<file path="src/sac_pkg.sv">
// Shared types and constants of the set-associative write-back cache.
package sac_pkg;

  localparam int CFGW      = 17;
  localparam int ADDRW     = 31;
  localparam int CNTW      = 32;
  localparam int CFG_IDXW  = 2;
  localparam int DIV_CNTW  = 5;

  localparam logic [CFG_IDXW-1:0] CFG_CACHE_BYTES = 2'd0;
  localparam logic [CFG_IDXW-1:0] CFG_BLOCK_BYTES = 2'd1;
  localparam logic [CFG_IDXW-1:0] CFG_WAYS        = 2'd2;

  localparam logic [DIV_CNTW-1:0] DIV_STEPS = 5'd31;
  localparam logic CMD_WRITE = 1'b1;

  typedef struct packed {
    logic             cmd;
    logic [ADDRW-1:0] addr;
  } in_t;

  typedef struct packed {
    logic            hit;
    logic            dirty_writeback;
    logic [1:0]      filled_way;
    logic [CNTW-1:0] miss_total;
    logic [CNTW-1:0] writeback_total;
  } out_t;

  typedef struct packed {
    logic             valid;
    logic             dirty;
    logic [ADDRW-1:0] tag;
    logic [CNTW-1:0]  stamp;
  } line_t;

  typedef struct packed {
    logic clr;
    logic accept;
    logic step;
    logic fin1;
    logic fin2;
    logic fin3;
    logic ev;
    logic wr;
  } cmd_t;

  typedef struct packed {
    logic clr_last;
    logic ev_done;
  } sts_t;

endpackage

</file>
<file path="src/sac_ctrl.sv">
// Controller state machine sequencing the clearing pass, divisions, the way walk and the line update.
module sac_ctrl
  import sac_pkg::*;
(
  input  logic clk,
  input  logic rst_n,
  input  logic start,
  input  sts_t sts,
  output cmd_t cmd,
  output logic busy
);

  typedef enum logic [7:0] {
    S_CLEAR = 8'b0000_0001,
    S_IDLE  = 8'b0000_0010,
    S_DIV1  = 8'b0000_0100,
    S_DIV2  = 8'b0000_1000,
    S_DIV3  = 8'b0001_0000,
    S_RD    = 8'b0010_0000,
    S_EV    = 8'b0100_0000,
    S_WR    = 8'b1000_0000
  } state_t;

  state_t state_r, state_nxt;
  logic [DIV_CNTW-1:0] cnt_r, cnt_nxt;
  logic last_step;

  assign last_step = (cnt_r == DIV_STEPS);
  assign busy = (state_r != S_IDLE);

  always_comb begin
    state_nxt = state_r;
    cnt_nxt   = cnt_r;
    cmd       = '0;
    unique case (state_r)
      S_CLEAR: begin
        cmd.clr = 1'b1;
        if (sts.clr_last) state_nxt = S_IDLE;
      end
      S_IDLE: begin
        cnt_nxt = '0;
        if (start) begin
          cmd.accept = 1'b1;
          state_nxt  = S_DIV1;
        end
      end
      S_DIV1, S_DIV2, S_DIV3: begin
        if (last_step) begin
          cnt_nxt  = '0;
          cmd.fin1 = (state_r == S_DIV1);
          cmd.fin2 = (state_r == S_DIV2);
          cmd.fin3 = (state_r == S_DIV3);
          state_nxt = (state_r == S_DIV1) ? S_DIV2 :
                      (state_r == S_DIV2) ? S_DIV3 : S_RD;
        end else begin
          cmd.step = 1'b1;
          cnt_nxt  = cnt_r + 1'b1;
        end
      end
      S_RD: state_nxt = S_EV;
      S_EV: begin
        cmd.ev    = 1'b1;
        state_nxt = sts.ev_done ? S_WR : S_RD;
      end
      S_WR: begin
        cmd.wr    = 1'b1;
        state_nxt = S_IDLE;
      end
      default: state_nxt = S_IDLE;
    endcase
  end

  always_ff @(posedge clk) begin
    if (!rst_n) begin
      state_r <= S_CLEAR;
      cnt_r   <= '0;
    end else begin
      state_r <= state_nxt;
      cnt_r   <= cnt_nxt;
    end
  end

endmodule

</file>
<file path="config.mk">
export PLATFORM = sky130hd
export DESIGN_NAME = sac_ctrl
export DESIGN_NICKNAME = d
export VERILOG_FILES = /design/src/sac_pkg.sv /design/src/sac_ctrl.sv
export SDC_FILE = /design/constraint.sdc
export NUM_CORES = 1
export LEC_CHECK = 0
export BUFFER_PORTS_ARGS = -buffer_cell sky130_fd_sc_hd__buf_2
export CAP_MARGIN = 20
export CORE_MARGIN = 5
export CORE_UTILIZATION = 45
export DETAILED_ROUTE_END_ITERATION = 7
export HOLD_SLACK_MARGIN = 0.02
export PLACE_DENSITY = 0.72
export SLEW_MARGIN = 20
export SYNTH_ARGS = -nofsm -noshare
export SYNTH_HDL_FRONTEND = slang
export SYNTH_SLANG_ARGS = --single-unit
</file>
<file path="constraint.sdc">
create_clock -name clk -period 1.5 [get_ports clk]
set_input_delay 0.225 -clock clk [delete_from_list [all_inputs] [get_ports clk]]
set_output_delay 0.225 -clock clk [all_outputs]
set_load 0.005 [all_outputs]
</file>
# Word level (Yosys, flattened, before mapping)
# Cells that the tools add are included.
word_totals:
  ram_bits: 0
  out_inout_bits: 9
  latchBits: 0
  memories: 0
  elab_cells: 36
  reg_bits: 13
  romBits: 0
op_classes:
  n_reduce_logical: 3
  n_addsub: 1
  n_mul: 0
  n_eq_ne: 13
  n_mux: 17
  div: 0
  n_lt_le_gt_ge: 0
  shifts: 0
  bitwise: 0
ops:
  columns: ["cell", "n"]
  rows:
  - ["8-bit one-hot mux with 5 select lines", 1]
  - ["8-bit two-way mux", 4]
  - ["6-bit two-way mux", 2]
  - ["5-bit one-hot mux with 2 select lines", 1]
  - ["8-bit by 1-bit equality test with 1-bit output, second input constant", 1]
  - ["8-bit by 2-bit equality test with 1-bit output, second input constant", 1]
  - ["8-bit by 3-bit equality test with 1-bit output, second input constant", 1]
  - ["8-bit by 4-bit equality test with 1-bit output, second input constant", 1]
  - ["8-bit by 5-bit equality test with 1-bit output, second input constant", 1]
  - ["8-bit by 6-bit equality test with 1-bit output, second input constant", 1]
  - ["8-bit by 7-bit equality test with 1-bit output, second input constant", 1]
  - ["8-bit equality test, second input constant", 1]
  - ["8-bit by 2-bit != test with 1-bit output, second input constant", 1]
  - ["1-bit two-way mux", 6]
  - ["2-bit != test, second input constant", 3]
  - ["5-bit by 1-bit adder with 5-bit output, second input constant", 1]
  - ["5-bit equality test, second input constant", 1]
  - ["5-bit two-way mux", 1]
  - ["4-bit two-way mux", 1]
  - ["3-bit two-way mux", 1]
  - ["3-bit AND reduction", 1]
  - ["3-bit OR reduction", 1]
  - ["2-bit nonzero test", 1]

# Logic depth before layout (Yosys ltp)
depth:
  word_depth: 5
  ltp_mapped: 7
  mapped_depth_nobuf: 6

# Worst setup path after synthesis
# OpenSTA, ideal clock, no wires.
synth_timing:
  path_kind: "register to register"
  start: "register cnt_r[0]"
  end: "register state_r[2]"
  stages_incl_launch_ff: 7
  arrival_ps: 1614
  setup_ps: 66
  required_ps: 1434
  setup_slack_ps: -180
  path_cell_list: "dfxtp_1 -> ha_1 -> and3_1 -> ha_1 -> o22ai_2 -> mux2_2 -> nor2_1"
synth_via:
  elab_chain_len: 3
synth_rtl:
  columns: ["item", "line", "rtl"]
  rows:
  - ["start: declaration", "sac_ctrl.sv:25", "logic [DIV_CNTW-1:0] cnt_r, cnt_nxt;"]
  - ["start signal: assignment", "sac_ctrl.sv:79", "cnt_r <= cnt_nxt;"]
  - ["5-bit equality test", "sac_ctrl.sv:28", "assign last_step = (cnt_r == DIV_STEPS);"]
  - ["2-bit != test (no line)", null, null]
  - ["3-bit AND reduction (no line)", null, null]
  - ["end signal: assignment", "sac_ctrl.sv:78", "state_r <= state_nxt;"]
  - ["end: declaration", "sac_ctrl.sv:24", "state_t state_r, state_nxt;"]
# Every way passes these cells.
# A chain may end at the register's enable or synchronous reset.

# Worst setup path in the final report
layout_timing:
  start: "register state_r[4]"
  end: "register state_r[3]"
layout_via:
  elab_chain_len: 4
  word_cells_on_any_way: 15
  classes_between: "10 x eq/ne; 3 x mux; 2 x reduce/logical"
layout_rtl:
  columns: ["item", "line"]
  rows:
  - ["8-bit by 3-bit equality test with 1-bit output (tied with other cells)", "sac_ctrl.sv:35, sac_ctrl.sv:53"]
  - ["6-bit two-way mux or 3-bit OR reduction (tied branches)", "sac_ctrl.sv:53, sac_ctrl.sv:35"]
  - ["8-bit two-way mux or 2-bit != test (tied branches)", null]
  - ["8-bit one-hot mux with 5 select lines or 3-bit AND reduction (tied branches)", null]
# Several ways; a longest one is shown, not always the timed one. The select of a mux whose other input is x is not followed.

==> results.toml <==
[cells_and_area]
nets = 158
layout_common_cells = "buf_4 (30), buf_2 (12), buf_6 (12), nor2_1 (10)"
syn_to_final_growth_pct = 82.6
insertedDiodeCount = 0
mostFrequentLayoutCell = "buf_4"
nFillCells = 78
drive_above_1_share = 0.620

[timing]
min_period_over_period = 1.24
setup_viol = 21
max_freq_ghz = 0.538
fin_tns_setup_ps = -5510
tightest_slew_ps = 339
slew_viol_final = 0
finalHoldViolCount = 0
layout_min_cycle_time_ps = 1860
grt_setup_unrepaired = "true"
fin_ws_ps = -360
fin_skew_ps = 17.2
max_slew_margin = 0.772

[power]
switching_share = 0.318
pwr-share-comb = 0.318
internal_power_uw = 592
seq_power_share = 0.415
power_leakage_uw = 0.000625
p_switching_uw = 276
fin_total_pwr_uw = 868
peakVddDrop_uv = 525
powerDensity_nw_per_um2 = 606
pwr-share-clk = 0.267

[synth]
ys_types = 36
syn_area_sq_um = 785
synth_flop_cell = "dfxtp_1"
async_reset_ff_frac = 0
syn_inst = 96
ys_ff_latch = 13
synth_edf_count = 0
ys_seq_area_frac = 0.332
yosysWarnings = 0
synth_nets = 103
syn_area_per_cell_sq_um = 8.17

[clock_network]
clkLatencyLatePin_ps = 290
cts-root-buf = "clkbuf_4"
clk_pin_slew_worst_paths_ps = 100
cts_buffer_depth = 2
cts_inserted_buffers = 3
cts_tree = "done"
cts_sinks = 13
cts-hold-fix-buffers = 0
htree_levels = 1

[global_route]
antenna_found_initial = 0
grt-ovfl-total = 0
grt_pass1_wl_mm = 3.99
grt_start_max_net_pins = 11
grt_usage = 0.204
grt_pass1_vias = 862

[floorplan]
start_util = 0.464
dieArea_sq_um = 2680
io_pins = 14
rows = 15
die_w_microns = 51.8
die_y_microns = 51.8
core_sq_um = 1690

[worst_hold_path]
whs_path_depth = 2
min-delay-path-class = "input port to flop"
worstHoldStart = "sts[0]"

[outcome]
violations = "negative setup slack"
status = "finished with violations"

[drt]
drc = 0
vias = 980
first_pass_iters = 4
wl_per_cell_microns = 19.7
drt-initial-drc-count = 30
ant_nets = 0
wirelength_mm = 3.29
vias_per_cell = 5.87

[placed_design]
io_buffers = 13
hpwlAfterDp_mm = 1.55
gp_congestion = 0.776

[critical_path]
cp.required_ps = 1680
r2r_setup_slack_ps = -360
rr_worst_depth = 8
cp-start-kind = "flop"
reg2reg_from = "state_r[4]"
arrival_ps = 2040
cp-end-kind = "flop"
critPathMaxFanout = 4
crit_type = "flop to flop"
worstSetupStartpoint = "state_r[4]"

[flow_run]
cap_viol_max_count = 0
-- power by group through the flow --
stage,Sequential [uW],Combinational (uW),Clock [uW]
global placement,369,169,0
floorplan,371,104,0
finish,361,276,232
detailed placement,369,172,0
CTS,362,209,231
global route,362,293,260
-- layer usage --
layer	wire length [microns]	part of all wire	vias to the layer above	track usage
li1	-	-	449	-
met1	1360	0.41	477	0.245
met2	1720	0.52	48	0.364
met3	176	0.053	6	0.0344
met4	38	0.012	0	0.0655
met5	0	0	-	0
-- sequential cells by signal (all words and copies together), names as in the netlist --
name and flops:
cnt_r 5, state_r 8
-- path summary, 6_finish.rpt --
kind / end
worst max-delay path: state_r[3]
worst min-delay path: state_r[7]
worst max register to register: state_r[3]
worst min register to register: cnt_r[3]
-- synth_stat cells (2+ instances only) --
cell type | instances | area share
mux2i_1 | 3 | 0.038
inv_1 | 7 | 0.033
nand3b_1 | 2 | 0.019
nor3b_1 | 3 | 0.029
and4_1 | 2 | 0.022
buf_2 | 2 | 0.013
nand2_1 | 10 | 0.048
nand3_1 | 4 | 0.026
o21ai_1 | 2 | 0.013
nor3_2 | 2 | 0.026
a31oi_1 | 2 | 0.016
and3_1 | 3 | 0.024
a21o_1 | 2 | 0.019
dfxtp_1 | 13 | 0.33
ha_1 | 2 | 0.032
nor4b_1 | 2 | 0.022
a21oi_1 | 3 | 0.019
nor2_1 | 14 | 0.067
-- worst max-delay path: stages, from the launching register on --
cell       delay, ps
dfxtp_4          360
buf_4            150
buf_6            130
xor2_4           210
o2111ai_2        200
o22ai_4          240
buf_4            170
mux2i_1          220
nor2_1            70
-- stage by stage --
step	hold slack, ps	setup WS (ps)	cells	cell area [sq um]	util
after global placement	480	-188	143	1050	0.622
after floorplan	371	-102	96	840	-
after global routing	191	-447	167	1430	0.848
after detailed placement	483	-252	143	1050	0.622
final	205	-360	167	1430	0.848
after CTS	192	-373	158	1240	0.732
-- logic make-up (layout without fill, tap and decap cells) --
family	Yosys count	in the layout	share of synthesized area
and+or+nand+nor	48	48	0.356
adders and majority gates	2	2	0.0319
xor gates and xnor gates	2	2	0.0223
muxes	4	4	0.0526
buffers and inverters	12	66	0.0750
AOI/OAI and AO/OA	15	15	0.131
DFF	13	13	0.332
-- timing repair --
item                                    in CTS  in global routing
hold endpoints to repair                     0                  0
endpoints found under the setup margin      22                 22
pin swaps                                    8                 12
gates resized for setup                     20                 31
buffers inserted                            11                 10
cloned                                       0                  0
-- final cells by class --
cell class	instances	area [sq um]	area share
clock buffers	4	26.3	0.0183
multi-input cells	71	658	0.459
flip-flops and latches	13	274	0.191
well taps	17	21.3	0.0148
repair buffers	54	420	0.293
inverters	8	32.5	0.0227
(Power assumes the default switching activity.)
